$ cat src/sv/qte_pkg.sv
// Shared widths, beat types and constant tables for the quaternion to Euler angle pipeline.
package qte_pkg;

  // Number of vectoring CORDIC cells in each angle lane.
  localparam int CORDIC_STAGES = 16;
  // One square-root cell per result bit of floor(sqrt(2^56 - s^2)).
  localparam int SQRT_STAGES   = 29;

  localparam int CW     = 36;  // CORDIC abscissa and ordinate width
  localparam int AW     = 27;  // angle accumulator width, degrees with 16 fraction bits
  localparam int REM_W  = 60;  // square-root remainder width
  localparam int ROOT_W = 29;  // square-root result width
  localparam int S_W    = 30;  // clamped arcsine argument width
  localparam int IDX_W  = 5;   // stage or bit index width

  localparam logic signed [AW-1:0] DEG180 = AW'(180 * 65536);
  localparam logic signed [AW:0]   LIM_XZ = (AW + 1)'(23040);
  localparam logic signed [AW:0]   LIM_Y  = (AW + 1)'(11520);

  // One CORDIC lane beat: vector, accumulated angle and the both-zero mark.
  typedef struct packed {
    logic signed [CW-1:0] x;
    logic signed [CW-1:0] y;
    logic signed [AW-1:0] acc;
    logic                 zero;
  } lane_t;

  // One square-root beat, with the arcsine ordinate travelling alongside.
  typedef struct packed {
    logic [REM_W-1:0]      rem;
    logic [ROOT_W-1:0]     root;
    logic signed [S_W-1:0] s;
  } sqrt_t;

  // atan(2^-i) in degrees, 16 fraction bits, rounded to nearest.
  function automatic logic signed [AW-1:0] atan_tab(input logic [IDX_W-1:0] i);
    logic signed [AW-1:0] v;
    case (i)
      5'd0:    v = AW'(2949120);
      5'd1:    v = AW'(1740967);
      5'd2:    v = AW'(919879);
      5'd3:    v = AW'(466945);
      5'd4:    v = AW'(234379);
      5'd5:    v = AW'(117304);
      5'd6:    v = AW'(58666);
      5'd7:    v = AW'(29335);
      5'd8:    v = AW'(14668);
      5'd9:    v = AW'(7334);
      5'd10:   v = AW'(3667);
      5'd11:   v = AW'(1833);
      5'd12:   v = AW'(917);
      5'd13:   v = AW'(458);
      5'd14:   v = AW'(229);
      5'd15:   v = AW'(115);
      5'd16:   v = AW'(57);
      5'd17:   v = AW'(29);
      5'd18:   v = AW'(14);
      5'd19:   v = AW'(7);
      5'd20:   v = AW'(4);
      5'd21:   v = AW'(2);
      5'd22:   v = AW'(1);
      default: v = '0;
    endcase
    return v;
  endfunction

  // Rounds to Q9.7 degrees and saturates to +-lim; gives zero where the zero mark is set.
  function automatic logic signed [15:0] to_q97(input logic signed [AW-1:0] acc,
                                                input logic zero,
                                                input logic signed [AW:0] lim);
    logic signed [AW:0] t;
    logic signed [AW:0] r;
    t = (AW + 1)'(acc) + (AW + 1)'(256);
    r = t >>> 9;
    if (zero) begin
      r = '0;
    end else if (r > lim) begin
      r = lim;
    end else if (r < -lim) begin
      r = -lim;
    end
    return r[15:0];
  endfunction

endpackage

$ cat src/sv/qte_sqrt_cell.sv
// One cell of the square-root row: decides a single result bit.
module qte_sqrt_cell (
  input  logic                         clk,
  input  logic [qte_pkg::IDX_W-1:0]    bit_idx,
  input  qte_pkg::sqrt_t               d_in,
  output qte_pkg::sqrt_t               d_out
);

  logic [qte_pkg::REM_W-1:0] trial;

  // (root + 2^b)^2 - root^2 = root * 2^(b+1) + 2^(2b).
  assign trial = (qte_pkg::REM_W'(d_in.root) << (6'(bit_idx) + 6'd1))
               + (qte_pkg::REM_W'(1) << {bit_idx, 1'b0});

  always_ff @(posedge clk) begin
    d_out.s <= d_in.s;
    if (d_in.rem >= trial) begin
      d_out.rem  <= d_in.rem - trial;
      d_out.root <= d_in.root | (qte_pkg::ROOT_W'(1) << bit_idx);
    end else begin
      d_out.rem  <= d_in.rem;
      d_out.root <= d_in.root;
    end
  end

endmodule

$ cat config.mk
export PLATFORM = sky130hd
export DESIGN_NAME = qte_sqrt_cell
export DESIGN_NICKNAME = d
export VERILOG_FILES = /design/src/sv/qte_pkg.sv /design/src/sv/qte_sqrt_cell.sv
export SDC_FILE = /design/constraint.sdc
export NUM_CORES = 1
export LEC_CHECK = 0
export BUFFER_PORTS_ARGS = -buffer_cell sky130_fd_sc_hd__buf_2
export CORE_MARGIN = 10
export CORE_UTILIZATION = 35
export DETAILED_ROUTE_END_ITERATION = 12
export GPL_TIMING_DRIVEN = 0
export PLACE_DENSITY_LB_ADDON = 0.15
export SYNTH_ARGS = -nofsm -noshare
export SYNTH_HDL_FRONTEND = slang
export SYNTH_SLANG_ARGS = --single-unit
$ cat constraint.sdc
create_clock -name clk -period 13.95 [get_ports clk]
set_clock_uncertainty 0.2 [all_clocks]
set_input_delay 2.79 -clock clk [delete_from_list [all_inputs] [get_ports clk]]
set_output_delay 2.79 -clock clk [all_outputs]
set_load 0.005 [all_outputs]
-- Word-level counts from Yosys, hierarchy flattened
Index checks and enable logic that the tools add are counted.
- register bits: 119
- logic and storage cells: 12
- $add $sub $neg: 3
- $lt $le $gt $ge: 1
- shift-type cells: 3
- muxes and demuxes: 1
- bitwise operators: 1
- operators by type and width (cell ; number):
    $mux 89 ; 1
    $add 60x60->60 ; 1
    $ge 60x60->1 ; 1
    $shl 1x6->60 const A ; 1
    $shl 29x6->60 ; 1
    $sub 60x60->60 ; 1
    $or 29x29->29 ; 1
    $shl 1x5->29 const A ; 1
    $add 5x1->6 const B ; 1

-- Longest topological paths before layout
Gate-level depths: netlist (run 1).
- depth in word-level cells: 5
- gate-level depth with buffers: 42
- mapped depth without buffers: 33

-- Worst setup path after synthesis (run 1)
Ideal clock, no wire load.
- path kind: input to register
- from: input port bit_idx[0] (netlist name)
- to: register d_out[116] (netlist name)
- library setup time: 0.121 ns
- arrival time: 10.167 ns
- required time: 13.629 ns
- setup slack: 3.463 ns
- stages: 38
- cell sequence: buf_6 > inv_1 > clkbuf_1 > clkbuf_1 > ha_1 > buf_6 > buf_4 > buf_6 > buf_2 > buf_1 > mux2i_1 > a21oi_1 > mux2_2 > nand2_1 > nand2_1 > and2_1 > ha_1 > a41oi_2 > [... 2 more ...] > a31o_2 > a21oi_1 > inv_1 > a21oi_1 > o21bai_1 > xnor2_1 > ha_1 > a21o_1 > a21o_1 > a21oi_1 > o21ai_0 > a221o_1 > a2111oi_0 > a211oi_1 > a211oi_1 > o21ai_0 > xor2_1 > mux2_2
- longest elaborated chain between the ends: 5
- ends and longest elaborated chain (item ; line ; text):
    start: declaration ; qte_sqrt_cell.sv:4 ; input logic [qte_pkg::IDX_W-1:0] bit_idx,
    $add 5x1->6 ; qte_sqrt_cell.sv:12 ; assign trial = (qte_pkg::REM_W'(d_in.root) << (6'(bit_idx) + 6'd1))
    $shl 29x6->60 ; qte_sqrt_cell.sv:12 ;
    $add 60x60->60 (*) ; qte_sqrt_cell.sv:13 ; + (qte_pkg::REM_W'(1) << {bit_idx, 1'b0});
    $sub 60x60->60 / $ge 60x60->1 (equally long branches) ; qte_sqrt_cell.sv:18, qte_sqrt_cell.sv:17 ;
    $mux 89 (*) ; qte_sqrt_cell.sv:17 ; if (d_in.rem >= trial) begin
    end: declaration ; qte_sqrt_cell.sv:6 ; output qte_pkg::sqrt_t d_out
Mark *: on every way between the ends. The rest lies on a longest branch, timed or not.

-- Final worst setup path (run 1)
- from: input port bit_idx[0] (netlist name)
- to: register d_out[114] (netlist name)
The elaborated chain is that of the path after synthesis.

==> impl_metrics.ini, run 1 <==
[setup_path]
max_stage_delay_ns = 0.72
crit_buf_inv = 14
path_common_cell = a21oi_1
worstSetupEndpointType = flip-flop
cp_slowest_cell = clkbuf_1
critPathMaxFanout = 11
crit_type = primary input to flip-flop
worst_ep_arrival_time_ns = 13.20
startpoint_type = primary input
cp_top_family = buffers and inverters
crit_required_ns = 14.06

[grt]
grt_util_all_layers_pct = 22.77
grt_pass1_vias = 13040
grt_pass1_wl_mm = 78.51
grt_max_degree = 17
antenna_found_initial = 0
gr-total-overflow = 0

[cts]
h-tree-depth = 4
numClockSinks = 119
cts_setup_buffers = 0
cts_buffer_depth = 2
cts_inserted_buffers = 17
tritoncts = yes
clkTransAtPathRegs_ns = 0.06
cts_root_buffer = clkbuf_16

[layout]
drive_gt1_share_pct = 21.62
nFillCells = 3666
num_antenna_cells = 0
largest_reg_flops = 119
area_delta_synth_final_pct = 18.94
finish.net_count = 2075
final_cells = 2325
reg_top3 = d_out (119)
utilization_pct = 42.15
largest_register = d_out

[placed_design]
numPortBuffers = 242
place_congestion = 0.9808
hpwl_mm = 41.87
dp_cells = 2293
dp_slack_ns = 0.1008

[synth]
yosys.area_share.simple_pct = 18.45
synth_nets = 1814
synth_warnings = 0
ys_seq_elements = 119
yosysSeqAreaShare_pct = 18.95
synthArstFlopShare_pct = 0
synth_top_flop_cell = dfxtp_1
synth-xor-area-share_pct = 8.080
avgSynthCellArea_um2 = 7.909
synthTopCellsByArea = dfxtp_1, ha_1, a21oi_1, nor2_1, xnor2_1
netlist_area_mm2 = 0.01257
muxShareOfSynthArea_pct = 12.57
synthAdderAreaFrac_pct = 9.910
yosysTopAreaCell = dfxtp_1
synth_edf_count = 0
synth_top_cell_area_share_pct = 18.95
yosysUniqueCellTypes = 98
synth_cells = 1590
synth-compound-area-share_pct = 27.56
synth_top_family_by_area = compound AO/OA/AOI/OAI gates

[floorplan]
ioPinCount = 244
die_area_mm2 = 0.04391
dieWidth_um = 209.5
fp.dieH_um = 209.5
row_count = 69
core_area_mm2 = 0.03548
start_util_pct = 35.44

[sta]
fin_hold_ws_ns = 2.231
fin_tns_setup_ns = 0
fmax_ghz = 0.07642
fin_crit_ns = 13.09
rsz0062_at_grt = false
slew_viol_final = 0
fin_crit_sh_pct = 93.81
hold_violations = 0
setup_viol = 0
maxSlewHeadroom_pct = 26.02
fin_ws_ns = 0.8638
worst_slew_pin_slew_ns = 1.110

[pwr]
p_leak_nw = 6.516
power.density_mw_per_mm2 = 117.7
vdd_drop_max_uv = 100.4

[detailed_routing]
first_pass_iters = 5
first_iter_violations = 1039
vias = 13160
wl_mm = 51.64
drc = 0
via_per_inst = 5.659
wire_per_inst_um = 22.21
antenna_left = 0

[status]
status = completed

[min_path]
hp-class = primary input to flip-flop

[run]
cap_violations = 0
## Yosys cell counts (4+ instances only)
cell type  instances
mux2_2            40
inv_1             40
mux2i_1           51
ha_1              98
a21oi_1          167
a221o_1            7
nand2b_1          10
a21boi_0           7
a32oi_1            4
nor4_1             4
buf_6              7
a21o_1            69
o21a_1             7
nand4_1           24
o211ai_1          12
a41oi_1            5
or3_1              4
nand2_1          127
a31oi_1           15
clkbuf_1          57
a211oi_1          12
a31o_2             9
xor2_1            48
o22ai_1           18
xnor2_1           63
o221ai_1           7
buf_1              8
nor2b_1           14
nand3_1           39
or2_2              9
buf_2              9
o31ai_1           10
and2_1            34
o21ai_1            6
and3_1            19
nor3_1            17
o21ai_0           64
mux4_2            21
dfxtp_1          119
nor2_1           179
o21bai_1          42
## placed cells by master (no fill, tap or decap), drive strengths merged, types with 5 or more instances in the layout
cell type / n
clkbuf: 74
mux2i: 54
a221o: 7
a2111oi: 5
clkinv: 7
ha: 98
a211oi: 12
mux4: 23
a21boi: 7
o211ai: 12
xnor2: 64
nor3: 17
a21o: 69
dfxtp: 119
nor2b: 14
nand3: 40
buf: 270
o21ai: 71
a41oi: 6
a31oi: 15
o22ai: 19
a21oi: 170
mux2: 42
or3: 7
and2: 35
xor2: 49
o21a: 7
nor2: 179
nand2: 127
a31o: 10
o31ai: 12
and3: 19
or2: 11
o221ai: 7
o21bai: 42
nand2b: 10
inv: 46
nand4: 24
## where the power goes
| part | switching [mW] | leakage (nW) | internal (mW) | total, mW |
|---|---|---|---|---|
| logic | 0.526 | 5.22 | 0.352 | 0.878 |
| clock network | 0.190 | 0.291 | 0.267 | 0.457 |
| registers | 0.0143 | 1.00 | 0.411 | 0.426 |
| total | 0.731 | 6.52 | 1.03 | 1.76 |
## kinds of logic (layout without fill, tap and decap cells)
family | count (synthesis) | count (layout)
flip-flops | 119 | 119
multiplexers | 119 | 119
adder cells (fa/ha/maj) | 99 | 99
buffers and inverters | 126 | 400
AO/OA/AOI/OAI | 517 | 517
XOR/XNOR | 113 | 113
AND/OR/NAND/NOR | 497 | 497
## per-layer routing
| metal | global-route usage (%) | share of wire [%] | wire length (µm) |
|---|---|---|---|
| met1 | 29.76 | 45 | 23410 |
| met2 | 35.94 | 45 | 23170 |
| met3 | 4.870 | 6.8 | 3534 |
| met4 | 8.683 | 2.9 | 1518 |
| met5 | 0 | 0 | 0 |
## per-stage QoR
step / total power, mW / area (µm²)
2_1_floorplan: 1.010 / 12570
3_3_place_gp: 1.300 / 14360
3_5_place_dp: 1.300 / 14360
4_1_cts: 1.772 / 14960
5_1_grt: 1.880 / 14960
6_report: 1.761 / 14960
## repair_timing
action / CTS / global route
hold buffers: 0 / 0
endpoints found under the setup margin: 0 / 52
resized for setup: 0 / 4
## cell type report
cell class | count | area [µm²] | share of cell area, %
Buffer | 85 | 411.6 | 2.752
Timing Repair Buffer | 242 | 1211 | 8.098
Inverter | 41 | 153.9 | 1.029
Clock buffer | 17 | 425.4 | 2.844
Multi-Input combinational cell | 1345 | 9628 | 64.37
Tap cell | 461 | 576.8 | 3.856
Sequential cell | 119 | 2382 | 15.93
Clock inverter | 15 | 167.7 | 1.121
## path summary, 6_finish.rpt
| path | slack, ns | end | cells after the start | from |
|---|---|---|---|---|
| worst max-delay path | 0.86 | d_out[114]$_DFF_P_ | 38 | bit_idx[0] |
| worst min-delay path | 2.23 | d_out[1]$_DFF_P_ | 1 | d_in[1] |
No activity file was read; power rests on OpenSTA's default activity.
==> inputs of run 2 (changes only) <==
Settings changed: CELL_PAD_IN_SITES_DETAIL_PLACEMENT set to 1, CELL_PAD_IN_SITES_GLOBAL_PLACEMENT set to 1.
==> impl_metrics.ini, run 2 (same netlist as run 1, synthesis figures left out) <==
[detailed_routing]
drc = 0
via_per_inst = 5.734
antenna_left = 0
wire_per_inst_um = 23.58
vias = 13330
wl_mm = 54.81
first_iter_violations = 847
first_pass_iters = 5

[grt]
antenna_found_initial = 0
grt_max_degree = 17
grt_util_all_layers_pct = 24.24
grt_pass1_vias = 13800
gr-total-overflow = 0
grt_pass1_wl_mm = 83.81

[sta]
worst_slew_pin_slew_ns = 1.118
fin_crit_ns = 13.07
hold_violations = 0
fmax_ghz = 0.07649
maxSlewHeadroom_pct = 25.48
fin_tns_setup_ns = 0
fin_crit_sh_pct = 93.72
slew_viol_final = 0
rsz0062_at_grt = false
setup_viol = 0

[pwr]
power_mw = 1.792
vdd_drop_max_uv = 100.1
power.density_mw_per_mm2 = 119.6
p_leak_nw = 6.524

[floorplan]
die_area_mm2 = 0.04391
ioPinCount = 244
dieWidth_um = 209.5
row_count = 69
start_util_pct = 35.44
fp.dieH_um = 209.5
core_area_mm2 = 0.03548

[min_path]
worstHoldPathCells = 1
hp-class = primary input to flip-flop

[status]
status = completed

[setup_path]
cp_top_family = buffers and inverters
crit_type = primary input to flip-flop
cp_slowest_cell = clkbuf_1
startpoint_type = primary input
crit_buf_inv = 14
max_stage_delay_ns = 0.54
worst_ep_arrival_time_ns = 13.19
crit_required_ns = 14.06
critPathMaxFanout = 11
path_depth = 38
worstSetupEndpointType = flip-flop

[layout]
utilization_pct = 42.24
mostFrequentLayoutCells = buf_2, nor2_1, a21oi_1, nand2_1, dfxtp_1
largest_reg_flops = 119
largest_register = d_out
finish.net_count = 2075
nFillCells = 4401
area_delta_synth_final_pct = 19.19
final_common_cell = buf_2
drive_gt1_share_pct = 21.67
reg_top3 = d_out (119)
num_antenna_cells = 0

[cts]
cts_buffer_depth = 2
tritoncts = yes
numClockSinks = 119
cts_inserted_buffers = 17
hold_buffers = 0
cts_root_buffer = clkbuf_16
clkTransAtPathRegs_ns = 0.06
h-tree-depth = 4

[placed_design]
numPortBuffers = 242
place_congestion = 1.003
hpwl_mm = 44.70

[run]
cap_violations = 0
## run 2: power by group
group | switching (mW) | leakage, nW | total (mW) | internal (mW)
clock network | 0.185 | 0.296 | 0.476 | 0.292
registers | 0.0141 | 1.00 | 0.426 | 0.411
logic | 0.537 | 5.22 | 0.890 | 0.353
total | 0.736 | 6.52 | 1.79 | 1.06
## run 2: path summary, 6_finish.rpt
path,from,end,slack [ns]
min,d_in[12],d_out[12]$_DFF_P_,2.24
max,bit_idx[0],d_out[114]$_DFF_P_,0.88
## run 2: stage by stage
stage	setup slack, ns	hold slack (ns)	cell area, µm²	cells
2_1_floorplan	3.463	2.618	12570	1590
3_3_place_gp	-0.2151	2.692	14360	2293
3_5_place_dp	-0.2789	2.694	14360	2293
4_1_cts	0.1678	2.220	14990	2325
5_1_grt	0.1769	2.217	14990	2325
6_report	0.8767	2.236	14990	2325
## run 2: cell type report
class	instances	area, µm²	area share, %
Multi-Input combinational cell	1345	9628	64.24
Sequential cell	119	2382	15.89
Timing Repair Buffer	242	1211	8.081
Tap cell	461	576.8	3.848
Clock buffer	19	452.9	3.022
Buffer	85	412.9	2.755
Clock inverter	13	170.2	1.135
Inverter	41	153.9	1.027
## run 2: timing repair
| action | in CTS | in global routing |
|---|---|---|
| setup endpoints to repair | 0 | 64 |
| gates resized for setup | 0 | 7 |
| setup buffers | 0 | 0 |
## run 2: layer usage
metal  track usage [%]  part of all wire, %  vias to the layer above
li1                  -                    -                     6382
met2             39.03                   45                      423
met4             8.708                  2.8                        0
met3             4.128                  5.2                       70
met5                 0                    0                        -
met1             31.89                   47                     6456
==> inputs of run 3 (changes only) <==
Settings changed: CAP_MARGIN set to 20, SKIP_LAST_GASP set to 1.
Clock period 13.95 ns to 16.1 ns, I/O delays scaled along.
==> impl_metrics.ini, run 3 (same netlist as run 1, synthesis figures left out) <==
[status]
status = completed

[detailed_routing]
wl_mm = 54.62
wire_per_inst_um = 23.47
first_iter_violations = 738
first_pass_iters = 5
via_per_inst = 5.712
antenna_left = 0
drc = 0
vias = 13290

[layout]
final_common_cell = buf_2
area_delta_synth_final_pct = 19.05
reg_top3 = d_out (119)
multiInputGateArea_mm2 = 0.009628
mostFrequentLayoutCells = buf_2, nor2_1, a21oi_1, nand2_1, dfxtp_1
largest_register = d_out
drive_gt1_share_pct = 21.65
num_antenna_cells = 0
largest_reg_flops = 119
nFillCells = 4436
finish.net_count = 2077
regArea_mm2 = 0.002382

[floorplan]
core_area_mm2 = 0.03548
die_area_mm2 = 0.04391
start_util_pct = 35.44
ioPinCount = 244
fp.dieH_um = 209.5
row_count = 69
dieWidth_um = 209.5

[setup_path]
path_common_cell = clkbuf_1
cp_slowest_cell = clkbuf_1
critPathMaxFanout = 11
worstSetupEndpointType = flip-flop
startpoint_type = primary input
max_stage_delay_ns = 0.69
crit_start = bit_idx[0]
crit_required_ns = 16.21
worst_ep_arrival_time_ns = 14.13
crit_type = primary input to flip-flop

[sta]
slew_viol_final = 0
hold_violations = 0
fin_crit_ns = 14.02
fin_crit_sh_pct = 87.09
maxSlewHeadroom_pct = 35.93
setup_viol = 0
worst_slew_pin_slew_ns = 0.9611
fmax_ghz = 0.07132
fin_ws_ns = 2.079
fin_tns_setup_ns = 0
rsz0062_at_grt = false

[cts]
numClockSinks = 119
tritoncts = yes
post_cts_resized = 0
cts_buffer_depth = 2
cts_inserted_buffers = 17
hold_buffers = 0
cts_root_buffer = clkbuf_16
cts_setup_buffers = 0
clkTransAtPathRegs_ns = 0.06
h-tree-depth = 4

[pwr]
p_leak_nw = 6.513
comb_power_share_pct = 50.7
seqPwrFrac_pct = 24.3
clockPowerShare_pct = 25.1
vdd_drop_max_uv = 83.05
p_int_uw = 884.8
power.density_mw_per_mm2 = 101.6
swShare_pct = 41.84
switching_power_uw = 636.4

[grt]
gr-total-overflow = 0
antenna_found_initial = 0
grt_pass1_vias = 13900
grt_max_degree = 17
grt_pass1_wl_mm = 83.57
grt_util_all_layers_pct = 24.24

[placed_design]
numPortBuffers = 242
place_congestion = 1.003
dp_slack_ns = 1.687
hpwl_mm = 44.82

[min_path]
min_from = d_in[6]
hp-class = primary input to flip-flop

[run]
cap_violations = 0
-- run 3: cell count changes in the layout (fill, tap and decap cells not counted) --
cell,delta
buf_8,+2
bufinv_16,-2
clkbuf_1,+2
clkbuf_2,-2
clkinv_2,+1
clkinv_4,+1
-- run 3: path summary, 6_finish.rpt --
path | slack [ns] | endpoint | cells after the start
hold / removal | 2.67 | d_out[6]$_DFF_P_ | 1
setup / recovery | 2.08 | d_out[114]$_DFF_P_ | 39
-- run 3: per-layer routing --
metal  vias to the layer above  track usage (%)  part of all wire (%)
li1                       6391                -                     -
met4                         0            8.757                   3.0
met3                        70            4.469                   5.8
met5                         -                0                     0
met1                      6415            31.58                    46
met2                       416            39.14                    46
-- run 3: critical path: cells and delay by family --
family	cells	cell delay, ns
compound gates	10	2.71
xor+xnor	1	0.15
fa+ha+maj	3	0.95
buf+inv	15	5.04
simple gates	10	2.04
-- run 3: power by group through the flow --
stage | combinational (mW) | clock, mW | sequential (mW)
after global placement | 0.754 | 0 | 0.374
final | 0.771 | 0.382 | 0.369
after CTS | 0.768 | 0.391 | 0.370
after global routing | 0.847 | 0.405 | 0.375
after floorplan | 0.487 | 0 | 0.388
after detailed placement | 0.763 | 0 | 0.376
-- run 3: layout make-up --
| cell class | count | share of cell area (%) |
|---|---|---|
| Inverter | 41 | 1.028 |
| Timing Repair Buffer | 244 | 8.292 |
| Tap cell | 461 | 3.853 |
| Buffer | 85 | 2.742 |
| Clock inverter | 13 | 0.8275 |
| Clock buffer | 19 | 3.026 |
| Multi-Input combinational cell | 1345 | 64.32 |
| Sequential cell | 119 | 15.91 |
-- run 3: per-stage QoR --
step,total power [mW],hold slack (ns),area [µm²],std cells,utilization [%]
2_1_floorplan,0.8749,3.048,12570,1590,-
3_3_place_gp,1.128,3.122,14360,2293,40.48
3_5_place_dp,1.139,3.124,14380,2294,40.52
4_1_cts,1.529,2.646,14950,2326,42.15
5_1_grt,1.627,2.653,14970,2327,42.19
6_report,1.521,2.666,14970,2327,42.19
